`src/rtl/h2r_pkg.sv`:
```
// ----------------------------------------------------------------------------
// h2r_pkg: shared types and constants for the HSV to RGB converter
// Holds the fixed-point scale constants, sector codes and the pixel types.
// ----------------------------------------------------------------------------
package h2r_pkg;

    // Field widths
    localparam int HUE_W = 15;
    localparam int CH_W  = 8;

    // One sector spans 3840 hue units (60 degrees at 1/64 degree each)
    localparam logic [11:0] SECTOR_SIZE = 12'd3840;
    localparam logic [7:0]  FULL_SCALE  = 8'd255;
    localparam logic [19:0] FRAC_SCALE  = 20'd979200;   // 255 * 3840

    // Sector number: floor((hue >> 8) / 15) == ((hue >> 8) * 137) >> 11
    localparam logic [7:0]  SEC_RECIP   = 8'd137;
    localparam int          SEC_SHIFT   = 11;

    // floor(y / 3825) == (y * 1122868) >> 32 for y below 2^20
    localparam logic [20:0] LVL_RECIP   = 21'd1122868;
    localparam int          LVL_SHIFT   = 32;

    // Sector codes
    localparam logic [3:0] SEC_RED_YEL = 4'd0;
    localparam logic [3:0] SEC_YEL_GRN = 4'd1;
    localparam logic [3:0] SEC_GRN_CYN = 4'd2;
    localparam logic [3:0] SEC_CYN_BLU = 4'd3;
    localparam logic [3:0] SEC_BLU_MAG = 4'd4;

    // Output pixel, red in the lowest bits
    typedef struct packed {
        logic [CH_W-1:0] blue;
        logic [CH_W-1:0] green;
        logic [CH_W-1:0] red;
    } t_rgb;

    // Input pixel, hue in the lowest bits, one pad bit on top
    typedef struct packed {
        logic            pad;
        logic [CH_W-1:0] value;
        logic [CH_W-1:0] saturation;
        logic [HUE_W-1:0] hue;
    } t_hsv;

endpackage

```
`src/rtl/hsv_to_rgb_converter.sv`:
```
// ----------------------------------------------------------------------------
// hsv_to_rgb_converter: fixed-point HSV to RGB pixel converter
// Six-stage pipeline: sector split, products, level differences, scaling,
// reciprocal division and channel routing.
// ----------------------------------------------------------------------------
//  channel   dir  width  contents
//  s_axis    in   32     hue[14:0], saturation[22:15], value[30:23]
//  m_axis    out  24     red[7:0], green[15:8], blue[23:16]
//
//  One pixel is taken every cycle while the output is drained.
//  The whole pipeline advances together; it holds when the output register is
//  full and not taken, so o_s_axis_tready is low only in that case.
//  Reset (synchronous, active low) clears the stage valid bits only.
// ----------------------------------------------------------------------------
module hsv_to_rgb_converter (
    input  logic        i_clk,
    input  logic        i_rst_n,
    // input stream
    input  logic        i_s_axis_tvalid,
    output logic        o_s_axis_tready,
    input  logic [31:0] i_s_axis_tdata,   // hue[14:0], saturation[22:15], value[30:23]
    // output stream
    output logic        o_m_axis_tvalid,
    input  logic        i_m_axis_tready,
    output logic [23:0] o_m_axis_tdata    // red[7:0], green[15:8], blue[23:16]
);
    import h2r_pkg::*;

    localparam int NSTG = 6;

    t_hsv        w_in;
    logic        w_en;
    logic        w_acc;

    logic [NSTG-1:0] r_vld;

    // stage 1
    logic [14:0] w_sec_prod;
    logic [3:0]  w_sector;
    logic [15:0] w_sec_base;
    logic [15:0] w_frac_full;
    logic [3:0]  r1_sector;
    logic [11:0] r1_frac;
    logic [7:0]  r1_s;
    logic [7:0]  r1_v;
    logic [15:0] r1_pnum;

    // stage 2
    logic [11:0] w_frac_inv;
    logic [16:0] w_p_sum;
    logic [3:0]  r2_sector;
    logic [7:0]  r2_v;
    logic [7:0]  r2_p;
    logic [19:0] r2_prod_q;
    logic [19:0] r2_prod_t;

    // stage 3
    logic [3:0]  r3_sector;
    logic [7:0]  r3_v;
    logic [7:0]  r3_p;
    logic [19:0] r3_diff_q;
    logic [19:0] r3_diff_t;

    // stage 4
    logic [3:0]  r4_sector;
    logic [7:0]  r4_v;
    logic [7:0]  r4_p;
    logic [27:0] r4_num_q;
    logic [27:0] r4_num_t;

    // stage 5
    logic [40:0] w_quo_q;
    logic [40:0] w_quo_t;
    logic [3:0]  r5_sector;
    logic [7:0]  r5_v;
    logic [7:0]  r5_p;
    logic [7:0]  r5_q;
    logic [7:0]  r5_t;

    // stage 6
    t_rgb        n_rgb;
    t_rgb        r6_rgb;

    assign w_in = t_hsv'(i_s_axis_tdata);

    // Advance the whole pipeline unless the output holds an untaken transaction
    assign w_en            = !r_vld[NSTG-1] || i_m_axis_tready;
    assign o_s_axis_tready = w_en;
    assign w_acc           = i_s_axis_tvalid && w_en;

    // Move valid bits along with the data
    always_ff @(posedge i_clk) begin
        if (!i_rst_n) begin
            r_vld <= '0;
        end else if (w_en) begin
            r_vld <= {r_vld[NSTG-2:0], w_acc};
        end
    end

    // Stage 1: split hue into sector and fraction, form v*(255-s)
    assign w_sec_prod  = 15'(w_in.hue[14:8] * SEC_RECIP);
    assign w_sector    = w_sec_prod[14:SEC_SHIFT];
    assign w_sec_base  = 16'(w_sector * SECTOR_SIZE);
    assign w_frac_full = {1'b0, w_in.hue} - w_sec_base;

    always_ff @(posedge i_clk) begin
        if (w_en) begin
            r1_sector <= w_sector;
            r1_frac   <= w_frac_full[11:0];
            r1_s      <= w_in.saturation;
            r1_v      <= w_in.value;
            r1_pnum   <= 16'(w_in.value * (FULL_SCALE - w_in.saturation));
        end
    end

    // Stage 2: s*frac and s*(3840-frac); p = floor(pnum / 255)
    assign w_frac_inv = SECTOR_SIZE - r1_frac;
    assign w_p_sum    = {1'b0, r1_pnum} + 17'(r1_pnum[15:8]) + 17'd1;

    always_ff @(posedge i_clk) begin
        if (w_en) begin
            r2_sector <= r1_sector;
            r2_v      <= r1_v;
            r2_p      <= w_p_sum[15:8];
            r2_prod_q <= 20'(r1_s * r1_frac);
            r2_prod_t <= 20'(r1_s * w_frac_inv);
        end
    end

    // Stage 3: distance of each product from full scale
    always_ff @(posedge i_clk) begin
        if (w_en) begin
            r3_sector <= r2_sector;
            r3_v      <= r2_v;
            r3_p      <= r2_p;
            r3_diff_q <= FRAC_SCALE - r2_prod_q;
            r3_diff_t <= FRAC_SCALE - r2_prod_t;
        end
    end

    // Stage 4: scale by value
    always_ff @(posedge i_clk) begin
        if (w_en) begin
            r4_sector <= r3_sector;
            r4_v      <= r3_v;
            r4_p      <= r3_p;
            r4_num_q  <= 28'(r3_v * r3_diff_q);
            r4_num_t  <= 28'(r3_v * r3_diff_t);
        end
    end

    // Stage 5: divide by 979200 as a shift by 8 then a reciprocal multiply
    assign w_quo_q = 41'(r4_num_q[27:8] * LVL_RECIP);
    assign w_quo_t = 41'(r4_num_t[27:8] * LVL_RECIP);

    always_ff @(posedge i_clk) begin
        if (w_en) begin
            r5_sector <= r4_sector;
            r5_v      <= r4_v;
            r5_p      <= r4_p;
            r5_q      <= w_quo_q[LVL_SHIFT+7:LVL_SHIFT];
            r5_t      <= w_quo_t[LVL_SHIFT+7:LVL_SHIFT];
        end
    end

    // Stage 6: route levels to channels; zero saturation makes p, q, t equal v
    always_comb begin
        unique case (r5_sector)
            SEC_RED_YEL: n_rgb = '{blue: r5_p, green: r5_t, red: r5_v};
            SEC_YEL_GRN: n_rgb = '{blue: r5_p, green: r5_v, red: r5_q};
            SEC_GRN_CYN: n_rgb = '{blue: r5_t, green: r5_v, red: r5_p};
            SEC_CYN_BLU: n_rgb = '{blue: r5_v, green: r5_q, red: r5_p};
            SEC_BLU_MAG: n_rgb = '{blue: r5_v, green: r5_p, red: r5_t};
            default:     n_rgb = '{blue: r5_q, green: r5_p, red: r5_v};
        endcase
    end

    always_ff @(posedge i_clk) begin
        if (w_en) begin
            r6_rgb <= n_rgb;
        end
    end

    assign o_m_axis_tvalid = r_vld[NSTG-1];
    assign o_m_axis_tdata  = r6_rgb;

`ifndef SYNTHESIS
    // Pipeline never refuses input while the output register is empty
    a_ready_when_empty: assert property (@(posedge i_clk) disable iff (!i_rst_n)
        !o_m_axis_tvalid |-> o_s_axis_tready)
        else $error("input stalled with empty output register");

    // Fraction stays inside one sector
    a_frac_range: assert property (@(posedge i_clk) disable iff (!i_rst_n)
        r_vld[0] |-> (r1_frac < SECTOR_SIZE) && (r1_sector <= 4'd8))
        else $error("sector split out of range");

    // p never exceeds value
    a_p_range: assert property (@(posedge i_clk) disable iff (!i_rst_n)
        r_vld[1] |-> r2_p <= r2_v)
        else $error("level p above value");

    // q and t never exceed value
    a_qt_range: assert property (@(posedge i_clk) disable iff (!i_rst_n)
        r_vld[4] |-> (r5_q <= r5_v) && (r5_t <= r5_v))
        else $error("level q or t above value");

    // An accepted transaction reaches the output when the pipeline is never stalled
    a_latency: assert property (@(posedge i_clk) disable iff (!i_rst_n)
        (w_acc && w_en) ##1 w_en ##1 w_en ##1 w_en ##1 w_en ##1 w_en |=> o_m_axis_tvalid)
        else $error("transaction lost in pipeline");
`endif

endmodule
```
`config.mk`:
```
export PLATFORM = sky130hd
export DESIGN_NAME = hsv_to_rgb_converter
export DESIGN_NICKNAME = d
export VERILOG_FILES = /design/src/rtl/h2r_pkg.sv /design/src/rtl/hsv_to_rgb_converter.sv
export SDC_FILE = /design/constraint.sdc
export NUM_CORES = 2
export LEC_CHECK = 0
export BUFFER_PORTS_ARGS = -buffer_cell sky130_fd_sc_hd__buf_2
export CAP_MARGIN = 15
export CORE_ASPECT_RATIO = 1.2
export CORE_UTILIZATION = 49
export DETAILED_ROUTE_END_ITERATION = 7
export GPL_TIMING_DRIVEN = 0
export PLACE_DENSITY = 0.67
export SYNTH_ARGS = -nofsm -noshare
export SYNTH_HDL_FRONTEND = slang
export SYNTH_SLANG_ARGS = --single-unit
```
`constraint.sdc`:
```
create_clock -name i_clk -period 9.29 [get_ports i_clk]
set_input_delay 1.858 -clock i_clk [delete_from_list [all_inputs] [get_ports i_clk]]
set_output_delay 1.858 -clock i_clk [all_outputs]
set_load 0.05 [all_outputs]
```
# Yosys cells after proc, flatten, opt, wreduce, memory -nomap -nowiden
# Cells that the tools add are included.
[classes]
add_sub_neg = 7
n_mul = 9
eq_ne = 4
n_mux = 1
reduce_logical = 4
[op_table]
columns = ["operator", "n"]
rows = [
  ["$pmux 24 s5", 1],
  ["$mul 20x19->38 const B", 2],
  ["$mul 8x20->28", 2],
  ["$mul 8x12->20", 2],
  ["$sub 20x20->20 const A", 2],
  ["$add 16x1->16 const B", 1],
  ["$add 16x8->16", 1],
  ["$mul 9x9->16", 1],
  ["$mul 7x8->15 const B", 1],
  ["$sub 12x12->12", 1],
  ["$sub 12x12->12 const A", 1],
  ["$sub 8x8->9 const A", 1],
  ["$eq 4x2->1 const B", 2],
  ["$eq 4x1->1 const B", 1],
  ["$eq 4x3->1 const B", 1],
  ["$logic_not 4->1", 1],
  ["$mul 4x1->4 const B", 1],
  ["$logic_and 1x1->1", 1],
  ["$logic_not 1->1", 1],
  ["$logic_or 1x1->1", 1],
]
[word_totals]
register_bits = 310
inputBits = 36
output_inout_bits = 26
elab_cells = 54

# Longest topological paths before layout
[depth]
depth_word = 3
ltp_mapped = 24
mapped_depth_nobuf = 23

# Worst setup path after synthesis
# Ideal clock, no wire load.
[synth_timing]
path_kind = "input to output"
start = "input port i_m_axis_tready"
end = "output port o_s_axis_tready"
arrival_ps = 7899
t_required_ps = 7432
slack_ps = -467
path_stages = 3
path_buffers = 1
cell_sequence = "nor2b_1 -> clkbuf_1 -> inv_1"
[synth_via]
elab_chain_cells = 1
[synth_lines]
columns = ["item", "line", "text"]
rows = [
  ["start, declared", "hsv_to_rgb_converter.sv:24", "input logic i_m_axis_tready,"],
  ["$logic_or 1x1->1", "hsv_to_rgb_converter.sv:87", "assign w_en = !r_vld[NSTG-1] || i_m_axis_tready;"],
  ["end, declared", "hsv_to_rgb_converter.sv:20", "output logic o_s_axis_tready,"],
]
# Every way passes these cells.

# Worst setup path after layout
[layout_timing]
start = "register r3_v[7]"
end = "register r4_num_q[27] (data pin)"
[layout_via]
elab_chain_cells = 1
[layout_lines]
columns = ["item", "line", "text"]
rows = [
  ["start, declared", "hsv_to_rgb_converter.sv:59", "logic [7:0] r3_v;"],
  ["start signal, assigned", "hsv_to_rgb_converter.sv:134", "r3_v <= r2_v;"],
  ["$mul 8x20->28", "hsv_to_rgb_converter.sv:147", "r4_num_q <= 28'(r3_v * r3_diff_q);"],
  ["end signal, assigned", "hsv_to_rgb_converter.sv:147", ""],
  ["end, declared", "hsv_to_rgb_converter.sv:68", "logic [27:0] r4_num_q;"],
]
# Every way passes these cells.
# A chain may end at the register's enable or synchronous reset.

==> key figures <==
Placement
  • Final HPWL DP: 61130 um
  • Buffers added on ports: 60
  • Gpl congestion: 0.8972

Finish
  • # nets final: 4779
  • Commonest non-fill, non-tap cell in the layout: inv_1
  • Most frequent cells in the layout: 798 x inv_1, 565 x ha_1, 509 x fa_1
  • Area growth syn-to-layout: 7.312%
  • Inserted Diodes: 0
  • Share of post-route cells with drive strength above 1: 0.03631
  • Filler cell count: 6790

Logic synthesis
  • Syn Nets: 4680
  • EDFF count, synth: 286
  • #FFs+latches synth: 292
  • Synth cell types: 60
  • Yosys warns: 0
  • Seq/Total Area, Yosys: 0.2339
  • Async SR Flop Fraction: 0
  • Syn avg cell area: 10.43 um^2
  • Syn Inst Count: 3570
  • Post-synth top flop: edfxtp_1
  • Syn Std Cell Area: 37240 um^2

Clock tree
  • CTS hold repair buffers: 0
  • Worst-Skew Late Latency: 0.62 ns
  • CTS Buffer Depth: 3
  • Post-CTS sizing: 0
  • Post-CTS setup buffers: 0
  • CTS root buffer: clkbuf_16
  • Reg clk slew, reported paths: 0.06 ns
  • TritonCTS clock tree: yes
  • CTS buffer count: 30
  • CTS sink cnt: 292
  • H-tree level count: 1

Critical path
  • CP bufs+invs: 5
  • Reg2Reg Setup Slack: 2.85 ns
  • CP peak stage delay: 0.54 ns
  • Worst Setup SP: r3_v[7]
  • Startpoint types: flip-flop
  • CP dominant cell by count: fa_1
  • Cell Chain, Critical Path: clkbuf_1 > clkbuf_1 > nand2_1 > fa_1 > inv_1 > fa_1 > fa_1 > inv_1 > fa_1 > inv_1 > ha_1 > a21oi_1 > o21ai_0 > a22oi_1 > a21oi_1 > o31a_2 > a31o_2 > nor4_1 > nor3_1 > xnor2_1
  • RR Startpoint: r3_v[7]
  • CP Data Required Time: 9.64 ns
  • Critical setup path kind: reg2reg
  • R2r endpoint: r4_num_q[27]
  • CP max FO: 10
  • Crit-path slowest cell: clkbuf_1
  • R2R depth: 20
  • Critical path arrival: 6.79 ns
  • Crit path max-delay family: adder cells
  • Worst setup EP type: flip-flop

STA
  • Setup TNS: 0 ns
  • Clock skew: 0.02964 ns
  • Final Critical Period: 6.439 ns
  • Max Freq: 155.3 MHz
  • Final worst-path cycle share: 0.6931
  • RSZ-0062 raised after global routing: false
  • Final slew viol count: 0
  • Final setup viols: 0
  • Slew margin rel.: 0.4158
  • Measured slew at the worst slew-check pin: 0.8701 ns
  • Final hold vios: 0

Floorplanning
  • Chip Width: 253.7 um
  • Starting Density: 0.4955
  • Core Rows: 110
  • Die area: 77100 um^2
  • Height of the chip: 304.0 um
  • # IOs: 62
  • CORE AREA: 75150 um^2

GRT
  • GR Util met1: 0.2579
  • Initial antenna violation count: 0
  • Tot GR Track Use: 0.2017
  • Met2 Usage GRT: 0.3602
  • Met3 GRT Util: 0.01882
  • GR peak layer: met2
  • Vias in the first global route: 25156
  • GR Overflow Total: 0
  • Largest net degree at the start of global routing: 46
  • Global-route wire length before repair: 124800 um

Route
  • DR iter-0 viols: 959
  • Final antenna-violating net count: 0
  • Drt wl/cell: 15.81 um
  • First-pass iteration count of the detailed router: 5
  • Vias after detailed routing: 23808
  • Via density per instance: 5.068
  • Routed WL: 74290 um
  • Residual DRC: 0

Hold path
  • Worst Hold Class: reg2reg
  • HP Start: r4_sector[3]
  • Hold path depth: 0
  • Hold EP: r5_sector[3]

Outcome
  • Outcome: completed

Job
  • Max cap viols: 0
[logic make-up after synthesis]
kind of cell | synth area share
AOI/OAI and AO/OA | 0.04966
xor gates and xnor gates | 0.03481
adders and majority gates | 0.4635
buffers and inverters | 0.08840
DFF | 0.2339
muxes | 0.006451
and+or+nand+nor | 0.1233
[sequential cells by signal (all words and copies together) (netlist names), 12 cells and up]
signal	cells
o_m_axis_tdata	24
r2_prod_q	20
r3_diff_q	20
r4_num_q	20
r4_num_t	20
r2_prod_t	19
r3_diff_t	19
r1_pnum	16
r1_frac	12
[routing by layer]
layer / routed length (um) / vias to the layer above / part of all wire
met5: 0 / - / 0
met4: 2200 / 0 / 0.030
met3: 2475 / 117 / 0.033
met2: 37530 / 388 / 0.51
met1: 32090 / 11796 / 0.43
li1: - / 11507 / -
[Yosys cell counts (3+ instances only)]
library cell  number  area (um^2)
a21oi_1           81        405.4
edfxtp_1         286         8588
a221o_1           10        100.1
or3_1              5        31.28
nand3_1           20        100.1
buf_1              4        15.01
o31ai_1            6        45.04
o211ai_1           3        22.52
nor3b_1            5        37.54
o41ai_1            3        26.28
nand2_1          246        923.4
or2_2              4        25.02
nand4_1           10        62.56
nor4_1             6        37.54
nand4b_1           3        26.28
and3_1            10        62.56
mux2i_1           15        150.1
a211oi_1          16        120.1
inv_1            799         2999
a2111oi_0          4        35.03
nor2b_1           70        437.9
dfxtp_1            6        120.1
clkbuf_1          74        277.8
mux2_2             8        90.09
nor3_1            43        215.2
a21boi_0           7        52.55
a22oi_1            9        67.56
and2_1           323         2021
o21ai_0           47        235.2
xnor2_1           91        797.0
nand2b_1          37        231.5
o21bai_1          12        90.09
fa_1             509        10190
o21a_1            22        165.2
nor2_1            86        322.8
a21o_1            24        180.2
ha_1             565         7069
xor2_1            57        499.2
a31oi_1           16        100.1
[worst register-to-register path, cell delays in order, from the launching register on]
cell	delay (ns)
edfxtp_1	0.44
clkbuf_1	0.46
clkbuf_1	0.54
nand2_1	0.23
fa_1	0.45
inv_1	0.09
fa_1	0.45
fa_1	0.54
inv_1	0.05
fa_1	0.53
inv_1	0.05
ha_1	0.33
a21oi_1	0.14
o21ai_0	0.21
a22oi_1	0.33
a21oi_1	0.20
o31a_2	0.41
a31o_2	0.29
nor4_1	0.21
nor3_1	0.11
xnor2_1	0.13
[how the worst max path moves through the flow]
stage	depth (start not counted)	slack, ns	end
floorplan	3	1.69	o_s_axis_tready
global placement	5	-1.01	o_s_axis_tready
detailed placement	23	2.85	r2_prod_t[19]
CTS	20	2.85	r4_num_q[27]
global route	22	2.48	r2_prod_t[19]
finish	20	2.85	r4_num_q[27]
[area by class of cell]
cell class / instances / area (um^2) / share of cell area
Buffer: 78 / 292.8 / 0.007327
Timing Repair Buffer: 67 / 447.9 / 0.01121
Multi-Input combinational cell: 2401 / 25240 / 0.6316
Clock buffer: 32 / 758.2 / 0.01897
Clock inverter: 21 / 251.5 / 0.006294
Inverter: 799 / 3003 / 0.07515
Sequential cell: 292 / 8708 / 0.2179
Tap cell: 1008 / 1261 / 0.03156
[metrics by stage]
stage	area, um^2	util	hold slack [ns]	cells	setup WS, ns
floorplan	37240	-	0.4003	3570	1.691
global placement	38800	0.5164	0.4003	4638	-1.006
detailed placement	38950	0.5183	0.4045	4645	2.846
CTS	39960	0.5318	0.4155	4698	2.855
global route	39960	0.5318	0.4170	4698	2.480
finish	39960	0.5318	0.4152	4698	2.851
Power is not shown: default switching activity piles up to over one toggle a cycle in this logic, so the estimate is an artifact.
